**config.mk**
```make
export PLATFORM = sky130hd
export DESIGN_NAME = positional_list_table
export DESIGN_NICKNAME = d
export VERILOG_FILES = /design/src/rtl/plt_pkg.sv /design/src/rtl/plt_cell.sv /design/src/rtl/positional_list_table.sv
export SDC_FILE = /design/constraint.sdc
export NUM_CORES = 2
export LEC_CHECK = 0
export BUFFER_PORTS_ARGS = -buffer_cell sky130_fd_sc_hd__buf_2
export CORE_MARGIN = 3
export CORE_UTILIZATION = 47
export CTS_CLUSTER_SIZE = 30
export DETAILED_ROUTE_END_ITERATION = 7
export GPL_ROUTABILITY_DRIVEN = 0
export MAX_ROUTING_LAYER = met4
export SLEW_MARGIN = 20
export SYNTH_ARGS = -nofsm -noshare
export SYNTH_HDL_FRONTEND = slang
export SYNTH_SLANG_ARGS = --single-unit
```
**constraint.sdc**
```tcl
create_clock -name clk -period 5 [get_ports clk]
set_input_delay 0 -clock clk [delete_from_list [all_inputs] [get_ports clk]]
set_output_delay 0 -clock clk [all_outputs]
set_load 0.05 [all_outputs]
```
**src/rtl/plt_pkg.sv**
```systemverilog
// Package with constants, codes and types of the positional list table.
package plt_pkg;

  localparam int CAPACITY  = 16;
  localparam int DATA_W    = 32;
  localparam int OP_W      = 3;
  localparam int POS_W     = 5;
  localparam int ST_W      = 3;
  localparam int FIDX_W    = 4;
  localparam int CNTF_W    = 5;
  localparam int IDX_W     = $clog2(CAPACITY);
  localparam int CNT_W     = $clog2(CAPACITY + 1);
  localparam int CMP_W     = (CNT_W > POS_W) ? CNT_W : POS_W;
  localparam int IN_W      = 40;
  localparam int OUT_W     = 16;

  localparam logic [OP_W-1:0] OP_INS_AT    = 3'd0;
  localparam logic [OP_W-1:0] OP_INS_FRONT = 3'd1;
  localparam logic [OP_W-1:0] OP_INS_BACK  = 3'd2;
  localparam logic [OP_W-1:0] OP_DEL_AT    = 3'd3;
  localparam logic [OP_W-1:0] OP_DEL_FRONT = 3'd4;
  localparam logic [OP_W-1:0] OP_DEL_BACK  = 3'd5;
  localparam logic [OP_W-1:0] OP_DEL_VALUE = 3'd6;
  localparam logic [OP_W-1:0] OP_SEARCH    = 3'd7;

  localparam logic [ST_W-1:0] ST_OK       = 3'd0;
  localparam logic [ST_W-1:0] ST_DUP      = 3'd1;
  localparam logic [ST_W-1:0] ST_FULL     = 3'd2;
  localparam logic [ST_W-1:0] ST_EMPTY    = 3'd3;
  localparam logic [ST_W-1:0] ST_BADPOS   = 3'd4;
  localparam logic [ST_W-1:0] ST_NOTFOUND = 3'd5;

  // Command broadcast from the controller to every cell.
  typedef struct packed {
    logic              cmp;
    logic              ins;
    logic              del;
    logic [CNT_W-1:0]  at;
    logic [DATA_W-1:0] data;
  } plt_cmd_t;

endpackage

```
**src/rtl/plt_cell.sv**
```systemverilog
// One storage cell of the list: holds an entry, compares it and shifts it.
module plt_cell (
  input  logic                        clk,
  input  plt_pkg::plt_cmd_t           cmd,
  input  logic [plt_pkg::IDX_W-1:0]   cell_idx,
  input  logic [plt_pkg::CNT_W-1:0]   count,
  input  logic [plt_pkg::DATA_W-1:0]  left_data,
  input  logic [plt_pkg::DATA_W-1:0]  right_data,
  output logic [plt_pkg::DATA_W-1:0]  entry,
  output logic                        match
);
  import plt_pkg::*;

  logic [DATA_W-1:0] entry_r;
  logic              match_r;
  logic [CNT_W-1:0]  idx_ext;

  assign idx_ext = CNT_W'(cell_idx);

  always_ff @(posedge clk) begin
    if (cmd.cmp) begin
      match_r <= (entry_r == cmd.data) && (idx_ext < count);
    end
    if (cmd.ins) begin
      if (idx_ext > cmd.at) begin
        entry_r <= left_data;
      end else if (idx_ext == cmd.at) begin
        entry_r <= cmd.data;
      end
    end else if (cmd.del) begin
      if (idx_ext >= cmd.at) begin
        entry_r <= right_data;
      end
    end
  end

  assign entry = entry_r;
  assign match = match_r;

endmodule

```
**src/rtl/positional_list_table.sv**
```systemverilog
// Top level of the positional list table: controller and the row of cells.
//
//   Channel  Direction  Handshake          Payload
//   in_      slave      tvalid / tready    tdata: operation, value, position
//   out_     master     tvalid / tready    tdata: status, found_index, entry_count
//
// In the accepting cycle every cell compares its entry with the request
// value and registers a match flag; in the apply state the controller
// priority-encodes the flags, decides the status and broadcasts at most
// one shift command that all cells perform together. The result goes to
// an output register, so a new request is taken while a result still
// waits; a stalled result holds the controller in its apply state. Reset
// (rst_n low, synchronous) clears the count and the control
// state at once; the cells need no clearing since only occupied entries
// are ever read.
module positional_list_table (
  input  logic                         clk,
  input  logic                         rst_n,
  input  logic                         in_tvalid,
  output logic                         in_tready,
  // [2:0] operation, [34:3] value, [39:35] position
  input  logic [plt_pkg::IN_W-1:0]     in_tdata,
  output logic                         out_tvalid,
  input  logic                         out_tready,
  // [2:0] status, [6:3] found_index, [11:7] entry_count, [15:12] zero
  output logic [plt_pkg::OUT_W-1:0]    out_tdata
);
  import plt_pkg::*;

  localparam logic S_IDLE  = 1'b0;
  localparam logic S_APPLY = 1'b1;

  logic                state_r, state_nxt;
  logic [CNT_W-1:0]    count_r, count_nxt;
  logic [OP_W-1:0]     op_r;
  logic [DATA_W-1:0]   value_r;
  logic [POS_W-1:0]    pos_r;
  logic                out_valid_r, out_valid_nxt;
  logic [OUT_W-1:0]    out_data_r;

  logic                in_fire;
  logic                apply_go;
  plt_cmd_t            cmd;

  logic [DATA_W-1:0]   entries [CAPACITY];
  logic [CAPACITY-1:0] hit_vec;

  // Decision signals for the apply cycle.
  logic                any_match;
  logic [IDX_W-1:0]    first_idx;
  logic                list_full;
  logic                list_empty;
  logic [CMP_W-1:0]    pos_c;
  logic [CMP_W-1:0]    cnt_c;
  logic [ST_W-1:0]     status;
  logic [FIDX_W-1:0]   found;
  logic                do_ins;
  logic                do_del;
  logic [CNT_W-1:0]    at;

  assign in_tready = (state_r == S_IDLE);
  assign in_fire   = in_tvalid && in_tready;
  assign apply_go  = (state_r == S_APPLY) && (!out_valid_r || out_tready);

  // The chain of cells. Each cell sees its neighbors' entries for shifting.
  genvar g;
  generate
    for (g = 0; g < CAPACITY; g++) begin : g_cell
      logic [DATA_W-1:0] left_d;
      logic [DATA_W-1:0] right_d;
      if (g == 0) begin : g_first
        assign left_d = '0;
      end else begin : g_mid_l
        assign left_d = entries[g-1];
      end
      if (g == CAPACITY - 1) begin : g_last
        assign right_d = '0;
      end else begin : g_mid_r
        assign right_d = entries[g+1];
      end
      plt_cell u_cell (
        .clk        (clk),
        .cmd        (cmd),
        .cell_idx   (IDX_W'(g)),
        .count      (count_r),
        .left_data  (left_d),
        .right_data (right_d),
        .entry      (entries[g]),
        .match      (hit_vec[g])
      );
    end
  endgenerate

  // First matching cell; match flags are already limited to occupied cells.
  always_comb begin
    first_idx = '0;
    for (int k = CAPACITY - 1; k >= 0; k--) begin
      if (hit_vec[k]) begin
        first_idx = IDX_W'(k);
      end
    end
  end

  assign any_match  = |hit_vec;
  assign list_full  = (count_r == CNT_W'(CAPACITY));
  assign list_empty = (count_r == '0);
  assign pos_c      = CMP_W'(pos_r);
  assign cnt_c      = CMP_W'(count_r);

  // Status and the shift command for the pending request.
  always_comb begin
    status    = ST_OK;
    found     = '0;
    do_ins    = 1'b0;
    do_del    = 1'b0;
    at        = '0;
    count_nxt = count_r;
    case (op_r)
      OP_INS_AT: begin
        if (any_match) begin
          status = ST_DUP;
        end else if (pos_c > cnt_c) begin
          status = ST_BADPOS;
        end else if (list_full) begin
          status = ST_FULL;
        end else begin
          do_ins    = 1'b1;
          at        = CNT_W'(pos_c);
          count_nxt = count_r + CNT_W'(1);
        end
      end
      OP_INS_FRONT, OP_INS_BACK: begin
        if (any_match) begin
          status = ST_DUP;
        end else if (list_full) begin
          status = ST_FULL;
        end else begin
          do_ins    = 1'b1;
          at        = (op_r == OP_INS_BACK) ? count_r : '0;
          count_nxt = count_r + CNT_W'(1);
        end
      end
      OP_DEL_AT: begin
        if (list_empty) begin
          status = ST_EMPTY;
        end else if (pos_c >= cnt_c) begin
          status = ST_BADPOS;
        end else begin
          do_del    = 1'b1;
          at        = CNT_W'(pos_c);
          count_nxt = count_r - CNT_W'(1);
        end
      end
      OP_DEL_FRONT: begin
        if (list_empty) begin
          status = ST_EMPTY;
        end else begin
          do_del    = 1'b1;
          count_nxt = count_r - CNT_W'(1);
        end
      end
      OP_DEL_BACK: begin
        // The last entry simply drops out of the occupied range.
        if (list_empty) begin
          status = ST_EMPTY;
        end else begin
          count_nxt = count_r - CNT_W'(1);
        end
      end
      OP_DEL_VALUE: begin
        if (list_empty) begin
          status = ST_EMPTY;
        end else if (!any_match) begin
          status = ST_NOTFOUND;
        end else begin
          do_del    = 1'b1;
          at        = CNT_W'(first_idx);
          count_nxt = count_r - CNT_W'(1);
        end
      end
      default: begin
        if (!any_match) begin
          status = ST_NOTFOUND;
        end else begin
          found = FIDX_W'(first_idx);
        end
      end
    endcase
  end

  // Compare in the accepting cycle against the incoming value, shift in the
  // apply cycle with the held value.
  always_comb begin
    cmd.cmp  = in_fire;
    cmd.ins  = apply_go && do_ins;
    cmd.del  = apply_go && do_del;
    cmd.at   = at;
    cmd.data = (state_r == S_IDLE) ? in_tdata[34:3] : value_r;
  end

  always_comb begin
    state_nxt = state_r;
    case (state_r)
      S_IDLE: begin
        if (in_fire) begin
          state_nxt = S_APPLY;
        end
      end
      S_APPLY: begin
        if (apply_go) begin
          state_nxt = S_IDLE;
        end
      end
      default: begin
        state_nxt = S_IDLE;
      end
    endcase
  end

  always_comb begin
    out_valid_nxt = out_valid_r;
    if (apply_go) begin
      out_valid_nxt = 1'b1;
    end else if (out_tready) begin
      out_valid_nxt = 1'b0;
    end
  end

  always_ff @(posedge clk) begin
    if (!rst_n) begin
      state_r     <= S_IDLE;
      count_r     <= '0;
      out_valid_r <= 1'b0;
    end else begin
      state_r     <= state_nxt;
      out_valid_r <= out_valid_nxt;
      if (apply_go) begin
        count_r <= count_nxt;
      end
    end
  end

  always_ff @(posedge clk) begin
    if (in_fire) begin
      op_r    <= in_tdata[2:0];
      value_r <= in_tdata[34:3];
      pos_r   <= in_tdata[39:35];
    end
    if (apply_go) begin
      out_data_r <= {4'b0000, CNTF_W'(count_nxt), found, status};
    end
  end

  assign out_tvalid = out_valid_r;
  assign out_tdata  = out_data_r;

endmodule

```
==> run_results.csv <==
group,metric,value,unit
outcome,outcome,"complete, but fails checks",
outcome,violations,"design-rule violations",
global_route,grt_pass1_vias,30900,
worst_setup_path,regToRegStartpoint,"state_r",
placed_design,io_buffers,57,
detailed_routing,wire_per_inst,35.8,microns
pwr,power_density,309,nW/um^2
worst_setup_path,path_depth,8,
clocking,post_cts_resized,0,
hold_path,worstHoldStart,"in_tdata[0]",
placed_design,dp_hpwl,117,mm
worst_setup_path,worst_setup_path_start_kind,"register",
job,max_cap_viol_count,0,
clocking,numCtsBuffers,70,
worst_setup_path,crit_chain,"buf_4 > mux2_2 > xnor2_1 > nand4_1 > nor4_1 > nand4_1 > nor4_1 > buf_4",
yosys,ys_types,78,
global_route,grt_first_pass_wirelength,236,mm
floorplanning,io_pins,62,
timing,fmax,214,MHz
timing,fin_crit_sh,93.4,%
final_layout,area_growth,11.8,%
worst_setup_path,crit_required,5.47,ns
yosys,synthFlopType,"edfxtp_1",
detailed_routing,routed_via_density,7.15,
worst_setup_path,r2r_cells,8,
yosys,synth_xor_area_share,12.3,%
yosys,synth_fa_ha_area_share,0.275,%
hold_path,hold_path.class,"in -> reg",
timing,setup_ws,0.330,ns
final_layout,finalNetCount,3690,
yosys,synth-compound-area-share,14.9,%
yosys,synth_top_family_by_area,"simple AND/OR/NAND/NOR gates",
worst_setup_path,end_kind,"register",
detailed_routing,drt_wl_total,169,mm
yosys,synth_seq_area_share,48.2,%
worst_setup_path,slowest_delay,0.92,ns
timing,fin_worst_skew,0.0290,ns
worst_setup_path,cpLargestDelayFamily,"simple AND/OR/NAND/NOR gates",
clocking,clkLatencyLatePin,0.65,ns
floorplanning,die_x,284,microns
clocking,cts_buffer_depth,3,
clocking,cts_root_buffer,"clkbuf_16",
clocking,cts_tree,"built",
placed_design,preCtsSetupSlack,0.605,ns
pwr,power.leakage,13.7,nW
worst_setup_path,cp-startpoint,"state_r",
clocking,cts-htree-levels,3,
detailed_routing,drc_errors,1,
yosys,ys_seq_elements,587,
hold_path,min_delay_path_depth,2,
final_layout,final_cell_area,40700,sq um
timing,setup_viol,0,
pwr,power,12.6,mW
yosys,synth_simple_gate_area_share,15.9,%
global_route,grtUsageTotal,41.8,%
timing,hold_viol,0,
worst_setup_path,path_class,"reg -> reg",
placed_design,dpl.cell_count,4550,
floorplanning,coreArea,76300,sq um
timing,setup_tns,0,ns
detailed_routing,drt.antenna.violating_nets,0,
yosys,synth_mux_area_share,4.14,%
worst_setup_path,cp.buffers_inverters,2,
timing,timing.slew.headroom,11.9,%
final_layout,drive_gt1_share,11.3,%
yosys,ys_async_sr_fraction,0,%
detailed_routing,vias,33800,
global_route,globalRouteOverflowTotal,0,
pwr,vdd_drop_max,0.000258,V
global_route,grt_max_degree,145,
yosys,netlist_instances,3633,
floorplanning,dieArea,80900,sq um
global_route,antenna_found_initial,8,
timing,rsz0062_at_grt,"false",
yosys,synth_edf_count,580,
floorplanning,die_height,284,microns
timing,period_needed,4.67,ns
final_layout,final_cell_count_no_fill,4730,
floorplanning,start_util,47.7,%
worst_setup_path,arrival,5.14,ns
floorplanning,row_count,101,
timing,worst_pin_slew,1.30,ns
detailed_routing,drtIter0Drc,7012,
detailed_routing,first_pass_iters,8,
worst_setup_path,critPathMaxFanout,43,
timing,slew_viol_final,0,
yosys,ys_warn_count,0,
worst_setup_path,reg2reg_slack,0.33,ns
yosys,synth_area_per_cell,10.0,sq um
clocking,cts_sinks,587,
clocking,clkTransAtPathRegs,0.06,ns
yosys,synth.cell_area,36400,sq um
placed_design,placed_cell_area,38100,sq um
worst_setup_path,cp_slowest_cell,"mux2_2",
-- path summary, 6_finish.rpt --
| kind | endpoint |
|---|---|
| min | op_r[0] |
| min reg2reg | out_tvalid |
| max reg2reg | g_cell[2].u_cell.match |
| max | g_cell[2].u_cell.match |
-- cells in the final DEF, fill, tap and decap left out, drive strengths merged, types with 71 or more instances in the layout --
cell type    n
o21ai      265
clkbuf      92
mux2i       97
nor4        71
o211ai     229
nor2       131
buf        207
nand3      179
nand2      575
edfxtp     580
nand4      201
a21oi      123
xnor2      513
-- synth_stat cells (3+ instances only) --
library cell / n / area (sq um)
nand2_2: 3 / 18.8
nor2_1: 130 / 488
o21ai_1: 124 / 621
nand4_1: 201 / 1260
edfxtp_1: 580 / 17400
mux2_2: 32 / 360
mux2i_2: 7 / 96.3
or4_1: 5 / 37.5
nor2b_1: 6 / 37.5
a211oi_1: 29 / 218
a21o_1: 4 / 30.0
a21oi_1: 118 / 591
o21ai_0: 140 / 701
o31ai_1: 66 / 495
clkbuf_1: 137 / 514
nand3_1: 178 / 891
nand2b_1: 3 / 18.8
ha_1: 8 / 100
a21oi_2: 3 / 26.3
xnor2_1: 513 / 4490
nand2_1: 572 / 2150
a31oi_1: 39 / 244
buf_6: 3 / 33.8
nor4_1: 66 / 413
inv_1: 13 / 48.8
nor4_4: 4 / 85.1
and2_1: 5 / 31.3
o32ai_1: 3 / 26.3
o21a_1: 4 / 30.0
buf_4: 25 / 188
buf_1: 13 / 48.8
mux2i_4: 12 / 270
and3_1: 5 / 31.3
buf_2: 144 / 721
nor3_1: 41 / 205
dfxtp_1: 7 / 140
o211ai_1: 227 / 1700
a221o_1: 32 / 320
mux2i_1: 78 / 781
-- state kept, by name, summed over array words and instances, names as in the netlist --
| signal | cells |
|---|---|
| cnt_c | 5 |
| g_cell.u_cell.entry | 512 |
| g_cell.u_cell.match | 16 |
| op_r | 3 |
| out_tdata | 12 |
| out_tvalid | 1 |
| pos_c | 5 |
| state_r | 1 |
| value_r | 32 |
-- stage by stage --
stage / util (%) / hold WS, ns
4_1_cts: 53.3 / 0.0904
3_5_place_dp: 49.9 / 0.186
2_1_floorplan: - / 0.0989
5_1_grt: 53.4 / 0.0975
3_3_place_gp: 49.7 / 0.183
6_report: 53.4 / 0.0973
-- logic make-up (layout without fill, tap and decap cells) --
| logic type | Yosys count | after routing |
|---|---|---|
| fa+ha+maj | 8 | 8 |
| simple gates | 1232 | 1232 |
| mux | 129 | 129 |
| xor+xnor | 513 | 513 |
| buf+inv | 337 | 393 |
| other cells | 1 | 12 |
| flops | 587 | 587 |
| compound gates | 826 | 826 |
-- report_power, final --
group | leakage [nW] | switching, mW | internal [mW]
Clock | 1.04 | 2.21 | 2.83
Sequential | 5.35 | 0.157 | 5.51
Combinational | 7.30 | 1.30 | 0.585
-- metal layers --
| metal | vias to the layer above | part of all wire [%] | GRT usage (%) |
|---|---|---|---|
| met4 | 0 | 8.4 | 27.6 |
| met1 | 16200 | 34 | 52.2 |
| li1 | 13600 | - | - |
| met2 | 3433 | 40 | 55.6 |
| met3 | 670 | 18 | 16.6 |
| met5 | - | 0 | - |
-- worst register-to-register path: cells and delay by family, from the launching register on --
family        cells  cell delay, ns
simple gates      4            1.71
flops             1            0.85
mux               1            0.93
xor+xnor          1            0.27
buf+inv           2            0.76
-- timing repair --
action                     4_1_cts  5_1_grt
setup buffers                    0        0
hold buffers                    44        0
setup endpoints to repair        0        0
hold endpoints to repair        65        0
-- area by class of cell --
| type | instances | area [sq um] |
|---|---|---|
| Sequential cell | 587 | 17600 |
| Clock inverter | 35 | 250 |
| Multi-Input combinational cell | 2712 | 17600 |
| Clock buffer | 91 | 1890 |
| Fill cell | 6766 | 35600 |
| Antenna cell | 8 | 20.0 |
| Tap cell | 1030 | 1290 |
| Inverter | 15 | 56.3 |
| Timing Repair Buffer | 252 | 2020 |
No activity file was read; power rests on OpenSTA's default activity.
